===== config.mk =====
export PLATFORM = sky130hd
export DESIGN_NAME = keyframe_curve_interpolator
export DESIGN_NICKNAME = d
export VERILOG_FILES = /design/src/rtl/kci_pkg.sv /design/src/rtl/keyframe_curve_interpolator.sv /design/src/rtl/kci_div.sv /design/src/rtl/kci_dp.sv /design/src/rtl/kci_ctrl.sv
export SDC_FILE = /design/constraint.sdc
export NUM_CORES = 2
export LEC_CHECK = 0
export BUFFER_PORTS_ARGS = -buffer_cell sky130_fd_sc_hd__buf_2
export CORE_MARGIN = 2
export CORE_UTILIZATION = 51
export CTS_BUF_LIST = sky130_fd_sc_hd__clkbuf_8 sky130_fd_sc_hd__clkbuf_16
export DETAILED_ROUTE_END_ITERATION = 10
export PLACE_DENSITY = 0.67
export SLEW_MARGIN = 30
export SYNTH_ARGS = -nofsm -noshare
export SYNTH_HDL_FRONTEND = slang
export SYNTH_SLANG_ARGS = --single-unit

===== constraint.sdc =====
create_clock -name clk -period 5.65 [get_ports clk]
set_input_delay 0.2825 -clock clk [delete_from_list [all_inputs] [get_ports clk]]
set_output_delay 0.2825 -clock clk [all_outputs]
set_load 0.1 [all_outputs]

===== src/rtl/kci_pkg.sv =====
`timescale 1ns / 1ps
package kci_pkg;

	// one input beat: key write or curve evaluation
	typedef struct packed {
		logic               kind;
		logic [2:0]         key_slot;
		logic [15:0]        key_time;
		logic signed [15:0] key_value;
		logic [15:0]        time_ratio;
		logic signed [15:0] origin_value;
	} item_t;

	// one result beat
	typedef struct packed {
		logic signed [31:0] curve_result;
		logic               matched;
		logic [2:0]         matched_slot;
	} result_t;

	localparam logic KIND_WRITE = 1'b0;
	localparam logic KIND_EVAL  = 1'b1;

	// controller to datapath
	typedef struct packed {
		logic capture;
		logic wr_key;
		logic scan_start;
		logic scan_next;
		logic take_match;
		logic mul1;
		logic div_start;
		logic fix_v;
		logic mul2;
		logic load_out;
	} cmd_t;

	// datapath to controller
	typedef struct packed {
		logic is_write;
		logic too_few;
		logic hit;
		logic last;
		logic direct;
		logic div_done;
	} status_t;

endpackage


===== src/rtl/keyframe_curve_interpolator.sv =====
`timescale 1ns / 1ps
// keyframe curve evaluator for one particle channel
// item channel (item_valid / item_ready / item): kind 0 beats load a key slot
//   with key_time and key_value, kind 1 beats evaluate the curve at time_ratio
//   and scale the interpolated key value by origin_value
// result channel (result_valid / result_ready / result): exactly one beat per
//   item beat, in order; write beats and misses return all zeros
// active_keys_we / active_keys_wdata set the number of keys in use; write it
//   only while no item is in flight
// one item at a time: a key write, or an evaluation with fewer than two
//   keys, goes straight to the result; an evaluation scans the active keys
//   in order and, on a hit, takes the key directly or interpolates through
//   the multiply, the 32 step bit-serial divide and the fix-up; the next
//   item is taken in the cycle after the result is registered
// the result register holds its beat while result_ready is low; a new item is
//   still accepted and runs until its own result waits for the register
// reset clears the controller, the key count and the result valid; key slots
//   are not cleared and must be written before they are used
module keyframe_curve_interpolator #(
	parameter int MAX_KEYS = 8
) (
	input  logic             clk,
	input  logic             arst_n,
	input  logic             item_valid,
	output logic             item_ready,
	input  kci_pkg::item_t   item,
	output logic             result_valid,
	input  logic             result_ready,
	output kci_pkg::result_t result,
	input  logic             active_keys_we,
	input  logic [3:0]       active_keys_wdata
);

	// command and status between the sequencer and the arithmetic
	kci_pkg::cmd_t    cmd;
	kci_pkg::status_t status;

	// sequencer: decode, key scan, multiply / divide steps, result handoff
	kci_ctrl u_ctrl (
		.clk          (clk),
		.arst_n       (arst_n),
		.item_valid   (item_valid),
		.item_ready   (item_ready),
		.result_valid (result_valid),
		.result_ready (result_ready),
		.status       (status),
		.cmd          (cmd)
	);

	// key store, compare, multipliers, divider and result register
	kci_dp #(
		.MAX_KEYS (MAX_KEYS)
	) u_dp (
		.clk               (clk),
		.arst_n            (arst_n),
		.item              (item),
		.active_keys_we    (active_keys_we),
		.active_keys_wdata (active_keys_wdata),
		.cmd               (cmd),
		.status            (status),
		.result            (result)
	);

endmodule


===== src/rtl/kci_div.sv =====
`timescale 1ns / 1ps
module kci_div (
	input  logic        clk,
	input  logic        arst_n,
	input  logic        start,
	input  logic [31:0] dividend,
	input  logic [15:0] divisor,
	output logic [15:0] quotient,
	output logic        done
);

	localparam logic [4:0] LAST_STEP = 5'd31;

	logic [15:0] rem_q;
	logic [31:0] quo_q;
	logic [4:0]  cnt_q;
	logic        busy_q;
	logic        done_q;

	logic [16:0] shifted;
	logic [17:0] trial;
	logic        qbit;
	logic [15:0] rem_nx;

	// restoring division, one quotient bit per cycle
	assign shifted = {rem_q, quo_q[31]};
	assign trial   = {1'b0, shifted} - {2'b00, divisor};
	assign qbit    = ~trial[17];
	assign rem_nx  = qbit ? trial[15:0] : shifted[15:0];

	always_ff @(posedge clk or negedge arst_n) begin
		if (!arst_n) begin
			cnt_q  <= '0;
			busy_q <= 1'b0;
			done_q <= 1'b0;
		end else if (start) begin
			cnt_q  <= '0;
			busy_q <= 1'b1;
			done_q <= 1'b0;
		end else if (busy_q) begin
			cnt_q <= cnt_q + 5'd1;
			if (cnt_q == LAST_STEP) begin
				busy_q <= 1'b0;
				done_q <= 1'b1;
			end
		end else begin
			done_q <= 1'b0;
		end
	end

	always_ff @(posedge clk) begin
		if (start) begin
			rem_q <= '0;
			quo_q <= dividend;
		end else if (busy_q) begin
			rem_q <= rem_nx;
			quo_q <= {quo_q[30:0], qbit};
		end
	end

	// quotient never exceeds the value step, so 16 bits hold it
	assign quotient = quo_q[15:0];
	assign done     = done_q;

endmodule


===== src/rtl/kci_dp.sv =====
`timescale 1ns / 1ps
module kci_dp #(
	parameter int MAX_KEYS = 8
) (
	input  logic             clk,
	input  logic             arst_n,
	input  kci_pkg::item_t   item,
	input  logic             active_keys_we,
	input  logic [3:0]       active_keys_wdata,
	input  kci_pkg::cmd_t    cmd,
	output kci_pkg::status_t status,
	output kci_pkg::result_t result
);

	localparam int AW = (MAX_KEYS > 1) ? $clog2(MAX_KEYS) : 1;
	localparam int CW = ($clog2(MAX_KEYS + 1) > 4) ? $clog2(MAX_KEYS + 1) : 4;

	kci_pkg::item_t   item_q;
	kci_pkg::result_t result_q;
	logic [3:0]       active_q;

	logic [15:0] mem_t [MAX_KEYS];
	logic [15:0] mem_v [MAX_KEYS];
	logic [15:0] rd_t_q;
	logic [15:0] rd_v_q;

	logic [CW-1:0] idx_q;
	logic [CW-1:0] idx_nx;
	logic [CW-1:0] act_w;
	logic [CW-1:0] eff;
	logic [CW-1:0] slot_w;
	logic          wr_en;
	logic          rd_en;
	logic [AW-1:0] rd_addr;

	logic [15:0]        prev_t_q;
	logic signed [15:0] prev_v_q;
	logic [CW-1:0]      m_q;
	logic               matched_q;
	logic signed [15:0] v_q;
	logic [15:0]        diff_q;
	logic [15:0]        den_q;
	logic [15:0]        absdv_q;
	logic               neg_q;
	logic [31:0]        num_q;
	logic signed [31:0] prod_q;

	logic [16:0]        dv;
	logic [16:0]        dv_neg;
	logic [31:0]        num_c;
	logic [15:0]        quo;
	logic [17:0]        step;
	logic [17:0]        vsum;
	logic signed [31:0] prod_c;
	logic               div_done;

	always_ff @(posedge clk or negedge arst_n) begin
		if (!arst_n) begin
			active_q  <= '0;
			idx_q     <= '0;
			matched_q <= 1'b0;
		end else begin
			if (active_keys_we) begin
				active_q <= active_keys_wdata;
			end
			if (cmd.scan_start) begin
				idx_q <= '0;
			end else if (cmd.scan_next) begin
				idx_q <= idx_nx;
			end
			if (cmd.capture) begin
				matched_q <= 1'b0;
			end else if (cmd.take_match) begin
				matched_q <= 1'b1;
			end
		end
	end

	assign act_w  = CW'(active_q);
	assign eff    = (act_w > CW'(MAX_KEYS)) ? CW'(MAX_KEYS) : act_w;
	assign slot_w = CW'(item_q.key_slot);
	assign idx_nx = idx_q + CW'(1);

	assign wr_en   = cmd.wr_key && (slot_w < CW'(MAX_KEYS));
	assign rd_en   = cmd.scan_start || cmd.scan_next;
	assign rd_addr = cmd.scan_start ? '0 : idx_nx[AW-1:0];

	// key store, one write port and one registered read port
	always_ff @(posedge clk) begin
		if (wr_en) begin
			mem_t[slot_w[AW-1:0]] <= item_q.key_time;
			mem_v[slot_w[AW-1:0]] <= item_q.key_value;
		end
		if (rd_en) begin
			rd_t_q <= mem_t[rd_addr];
			rd_v_q <= mem_v[rd_addr];
		end
	end

	assign dv     = {rd_v_q[15], rd_v_q} - {prev_v_q[15], prev_v_q};
	assign dv_neg = -dv;
	assign num_c  = absdv_q * diff_q;
	assign step   = neg_q ? -{2'b00, quo} : {2'b00, quo};
	assign vsum   = {{2{prev_v_q[15]}}, prev_v_q} + step;
	assign prod_c = v_q * item_q.origin_value;

	always_ff @(posedge clk) begin
		if (cmd.capture) begin
			item_q <= item;
		end
		if (cmd.scan_next) begin
			prev_t_q <= rd_t_q;
			prev_v_q <= rd_v_q;
		end
		if (cmd.take_match) begin
			m_q     <= idx_q;
			v_q     <= rd_v_q;
			diff_q  <= item_q.time_ratio - prev_t_q;
			den_q   <= rd_t_q - prev_t_q;
			neg_q   <= dv[16];
			absdv_q <= dv[16] ? dv_neg[15:0] : dv[15:0];
		end
		if (cmd.mul1) begin
			num_q <= num_c;
		end
		if (cmd.fix_v) begin
			v_q <= vsum[15:0];
		end
		if (cmd.mul2) begin
			prod_q <= prod_c;
		end
		if (cmd.load_out) begin
			result_q.curve_result <= matched_q ? prod_q : '0;
			result_q.matched      <= matched_q;
			result_q.matched_slot <= matched_q ? m_q[2:0] : 3'd0;
		end
	end

	kci_div u_div (
		.clk      (clk),
		.arst_n   (arst_n),
		.start    (cmd.div_start),
		.dividend (num_q),
		.divisor  (den_q),
		.quotient (quo),
		.done     (div_done)
	);

	assign status.is_write = (item_q.kind == kci_pkg::KIND_WRITE);
	assign status.too_few  = (eff < CW'(2));
	assign status.hit      = (item_q.time_ratio <= rd_t_q);
	assign status.last     = (idx_nx == eff);
	assign status.direct   = (rd_t_q == 16'd0) || (idx_q == '0) || (rd_t_q == prev_t_q);
	assign status.div_done = div_done;

	assign result = result_q;

endmodule


===== src/rtl/kci_ctrl.sv =====
`timescale 1ns / 1ps
module kci_ctrl (
	input  logic             clk,
	input  logic             arst_n,
	input  logic             item_valid,
	output logic             item_ready,
	output logic             result_valid,
	input  logic             result_ready,
	input  kci_pkg::status_t status,
	output kci_pkg::cmd_t    cmd
);

	localparam logic [3:0] S_IDLE   = 4'd0;
	localparam logic [3:0] S_DECODE = 4'd1;
	localparam logic [3:0] S_CHECK  = 4'd2;
	localparam logic [3:0] S_MUL1   = 4'd3;
	localparam logic [3:0] S_DIVGO  = 4'd4;
	localparam logic [3:0] S_DIVW   = 4'd5;
	localparam logic [3:0] S_FIXV   = 4'd6;
	localparam logic [3:0] S_MUL2   = 4'd7;
	localparam logic [3:0] S_FIN    = 4'd8;

	logic [3:0] state_q;
	logic [3:0] state_d;
	logic       result_valid_q;

	always_comb begin
		cmd     = '0;
		state_d = state_q;
		case (state_q)
			S_IDLE: begin
				if (item_valid) begin
					cmd.capture = 1'b1;
					state_d     = S_DECODE;
				end
			end
			S_DECODE: begin
				if (status.is_write) begin
					cmd.wr_key = 1'b1;
					state_d    = S_FIN;
				end else if (status.too_few) begin
					state_d = S_FIN;
				end else begin
					cmd.scan_start = 1'b1;
					state_d        = S_CHECK;
				end
			end
			S_CHECK: begin
				if (status.hit) begin
					cmd.take_match = 1'b1;
					state_d        = status.direct ? S_MUL2 : S_MUL1;
				end else if (status.last) begin
					state_d = S_FIN;
				end else begin
					cmd.scan_next = 1'b1;
				end
			end
			S_MUL1: begin
				cmd.mul1 = 1'b1;
				state_d  = S_DIVGO;
			end
			S_DIVGO: begin
				cmd.div_start = 1'b1;
				state_d       = S_DIVW;
			end
			S_DIVW: begin
				if (status.div_done) begin
					state_d = S_FIXV;
				end
			end
			S_FIXV: begin
				cmd.fix_v = 1'b1;
				state_d   = S_MUL2;
			end
			S_MUL2: begin
				cmd.mul2 = 1'b1;
				state_d  = S_FIN;
			end
			S_FIN: begin
				if (!result_valid_q || result_ready) begin
					cmd.load_out = 1'b1;
					state_d      = S_IDLE;
				end
			end
			default: begin
				state_d = S_IDLE;
			end
		endcase
	end

	always_ff @(posedge clk or negedge arst_n) begin
		if (!arst_n) begin
			state_q        <= S_IDLE;
			result_valid_q <= 1'b0;
		end else begin
			state_q <= state_d;
			if (cmd.load_out) begin
				result_valid_q <= 1'b1;
			end else if (result_ready) begin
				result_valid_q <= 1'b0;
			end
		end
	end

	assign item_ready   = (state_q == S_IDLE);
	assign result_valid = result_valid_q;

	a_accept_decode: assert property (@(posedge clk) disable iff (!arst_n)
		(item_valid && item_ready) |=> (state_q == S_DECODE))
		else $error("accepted beat did not move to decode");

	a_done_in_wait: assert property (@(posedge clk) disable iff (!arst_n)
		status.div_done |-> (state_q == S_DIVW))
		else $error("divider finished outside its wait state");

	a_div_start: assert property (@(posedge clk) disable iff (!arst_n)
		(state_q == S_DIVGO) |=> ((state_q == S_DIVW) && !status.div_done))
		else $error("divider start not followed by a busy wait");

	a_hit_mul: assert property (@(posedge clk) disable iff (!arst_n)
		(state_q == S_CHECK && status.hit) |=> (state_q == S_MUL1 || state_q == S_MUL2))
		else $error("key hit did not lead to a multiply");

endmodule


==> flow_summary.json <==
{
  "outcome": "finished, violations left",
  "violations": "negative setup slack",
  "antenna_found_initial": 3,
  "hold_viol": 0,
  "start_util": 0.512,
  "final_cell_mix": "inv_1, edfxtp_1, nand2_1",
  "cts.sinks": 625,
  "wl_per_cell_um": 18.2,
  "synth_nets": 4924,
  "critPathKind": "reg2reg",
  "netlist_instances": 4101,
  "finalClockSkew_ns": 0.0354,
  "first_pass_iters": 5,
  "avgSynthCellArea_um2": 11.2,
  "cts_root_buf": "clkbuf_16",
  "overflow": 0,
  "seq_area_um2": 18500,
  "cp-end-kind": "register",
  "die_w_um": 304,
  "clk_pin_slew_ns": 0.06,
  "drc_errors": 0,
  "period_minus_slack_ns": 6.11,
  "cts_tree": "yes",
  "ys_ff_latch": 625,
  "synth_flop_cell": "edfxtp_1",
  "path_max_fanout": 4,
  "rrSetupSlack_ns": -0.46,
  "async_reset_ff_frac": 0.0336,
  "wirelength_mm": 106,
  "grt_max_degree": 74,
  "grt_pass1_vias": 32300,
  "layout_commonest_cell": "inv_1",
  "num_rows": 110,
  "cp-start-kind": "register",
  "syn_to_final_growth_pct": 19.4,
  "numPortBuffers": 114,
  "grt_pass1_wl_mm": 170,
  "maxCapViolCount": 0,
  "arrival_ns": 6.50,
  "setup_viol": 29,
  "yosysUniqueCellTypes": 76,
  "finalNonFillerCells": 5823,
  "ys_warn_count": 0,
  "dp.cells": 5532,
  "worst_pin_slew_ns": 0.930,
  "grt_usage": 0.232,
  "fmax_mhz": 164,
  "clockBufferDepth": 3,
  "core_region_area_um2": 89600,
  "initialDrtViolationCount": 1989,
  "cts_htree_levels": 3,
  "dp_hpwl_mm": 76.9,
  "worstPathRequired_ns": 6.03,
  "netlist_area_um2": 45900,
  "synth_edf_count": 588,
  "worst_hold_path_type": "in2async",
  "fillers": 7096,
  "clkLatencyLatePin_ns": 0.65,
  "die_h_um": 304,
  "top_level_ports": 115,
  "rsz0062_at_grt": "yes",
  "period_share": 1.08,
  "place.gp.congestion": 0.913,
  "ant_nets": 0,
  "drive_above_1_share": 0.195,
  "vias": 30900,
  "drv_slew": 0,
  "ys_seq_area_frac": 0.403,
  "dieArea_um2": 92400,
  "final_net_count": 5415,
  "numCtsBuffers": 71,
  "viasPerCell": 5.31,
  "multi_input_area_um2": 25600,
  "slew_headroom": 0.380,
  "setup_slack_ns": -0.464
}
cells by family after synthesis:
family | after synthesis | synth area share
AND/OR/NAND/NOR | 1133 | 0.122
adder cells (fa/ha/maj) | 746 | 0.279
flip-flops | 625 | 0.403
XOR/XNOR | 161 | 0.0311
multiplexers | 121 | 0.0285
buffers and inverters | 789 | 0.0650
AO/OA/AOI/OAI | 526 | 0.0717
through the flow:
step	setup slack (ns)	hold slack, ns	setup TNS, ns	utilization	cell area, um^2
final	-0.464	0.183	-6.86	0.612	54800
after global routing	-0.605	0.217	-11.78	0.612	54800
after CTS	-0.373	0.170	-4.86	0.605	54200
after detailed placement	-0.673	0.315	-10.76	0.558	50000
after global placement	-0.564	0.323	-8.20	0.557	49900
after floorplan	-0.281	-0.0131	-1.11	-	46200
critical path, cell delays in order, from the launching register on:
cell and delay [ns]:
edfxtp_1 0.49, buf_6 0.18, and2_1 0.16, fa_1 0.55
fa_1 0.44, fa_1 0.52, inv_1 0.06, fa_2 0.59
fa_1 0.43, fa_1 0.51, inv_2 0.05, ha_4 0.15
a21o_1 0.22, a31oi_4 0.17, o21ai_2 0.10, a2111o_1 0.39
o211ai_1 0.31, a31oi_2 0.17, a21o_1 0.19, a21oi_2 0.12
xnor2_1 0.07
cell usage after synthesis, drive strengths merged, types with 13 or more instances:
library cell    n  share of area
a211oi         14         0.0024
a21o           25         0.0041
a21oi         194          0.021
and2          335          0.046
and3           42         0.0057
clkbuf        132          0.011
dfrtp          21          0.011
dfxtp          16         0.0070
edfxtp        588           0.38
fa            461           0.20
ha            285          0.078
inv           648          0.053
mux2           72          0.018
mux2i          49          0.011
nand2         453          0.037
nand2b         21         0.0029
nand3          31         0.0034
nor2          132          0.011
nor2b          22         0.0032
nor3           35         0.0039
nor4           13         0.0018
o21a           22         0.0036
o21ai         129          0.014
o21bai         16         0.0026
o221ai         34         0.0065
o31ai          13         0.0023
xnor2         117          0.022
xor2           44         0.0087
cell type report:
cell class / instances / share of cell area
clock buffers: 75 / 0.0336
clock inverters: 52 / 0.00861
inverters: 648 / 0.0444
multi-input cells: 2687 / 0.468
diodes: 1 / 0.0000457
well taps: 1176 / 0.0269
flip-flops and latches: 625 / 0.338
repair buffers: 559 / 0.0808
sequential cells by signal (all words and copies together) (netlist names), 3 cells and up:
signal,flops
u_ctrl.state_q,4
u_dp.absdv_q,16
u_dp.act_w,4
u_dp.den_q,16
u_dp.diff_q,16
u_dp.idx_q,4
u_dp.item_q,68
u_dp.m_q,3
u_dp.mem_t,128
u_dp.mem_v,128
u_dp.num_q,32
u_dp.prev_t_q,16
u_dp.prev_v_q,16
u_dp.prod_q,32
u_dp.rd_t_q,16
u_dp.rd_v_q,16
u_dp.result,36
u_dp.u_div.cnt_q,5
u_dp.u_div.quo_q,32
u_dp.u_div.rem_q,16
u_dp.v_q,16
what timing repair did:
action                                  in CTS  in global routing
buffers inserted                            62                 27
hold buffers                                79                  0
hold endpoints to repair                    95                  0
pin swaps                                   78                 88
endpoints found under the setup margin      32                 36
resized for setup                          154                114
per-layer routing:
layer / track usage / up-vias / wire length [um] / part of all wire
met5: 0 / - / 0 / 0
met4: 0.0750 / 0 / 3310 / 0.031
met3: 0.0388 / 174 / 5270 / 0.050
met2: 0.408 / 731 / 53700 / 0.51
met1: 0.291 / 15500 / 43800 / 0.41
li1: - / 14600 / - / -
final timing paths:
path	endpoint	from	cells past startpoint
min in group clk	u_dp.item_q[63]$_DFFE_PP_	item[63]	2
min reg2reg	u_dp.u_div.rem_q[1]$_SDFFE_PP0P_	u_dp.u_div.rem_q[1]$_SDFFE_PP0P_	2
min	u_dp.act_w[2]$_DFFE_PN0P_	arst_n	2
max reg2reg	u_dp.num_q[31]$_DFFE_PP_	u_dp.absdv_q[12]$_DFFE_PP_	20
max	u_dp.num_q[31]$_DFFE_PP_	u_dp.absdv_q[12]$_DFFE_PP_	20
max in group asynchronous	u_dp.idx_q[0]$_DFFE_PN0P_	arst_n	2
Power is left out: the tool's default activity adds up to more than one toggle a clock period on the data nets, which glitch-free logic cannot reach.
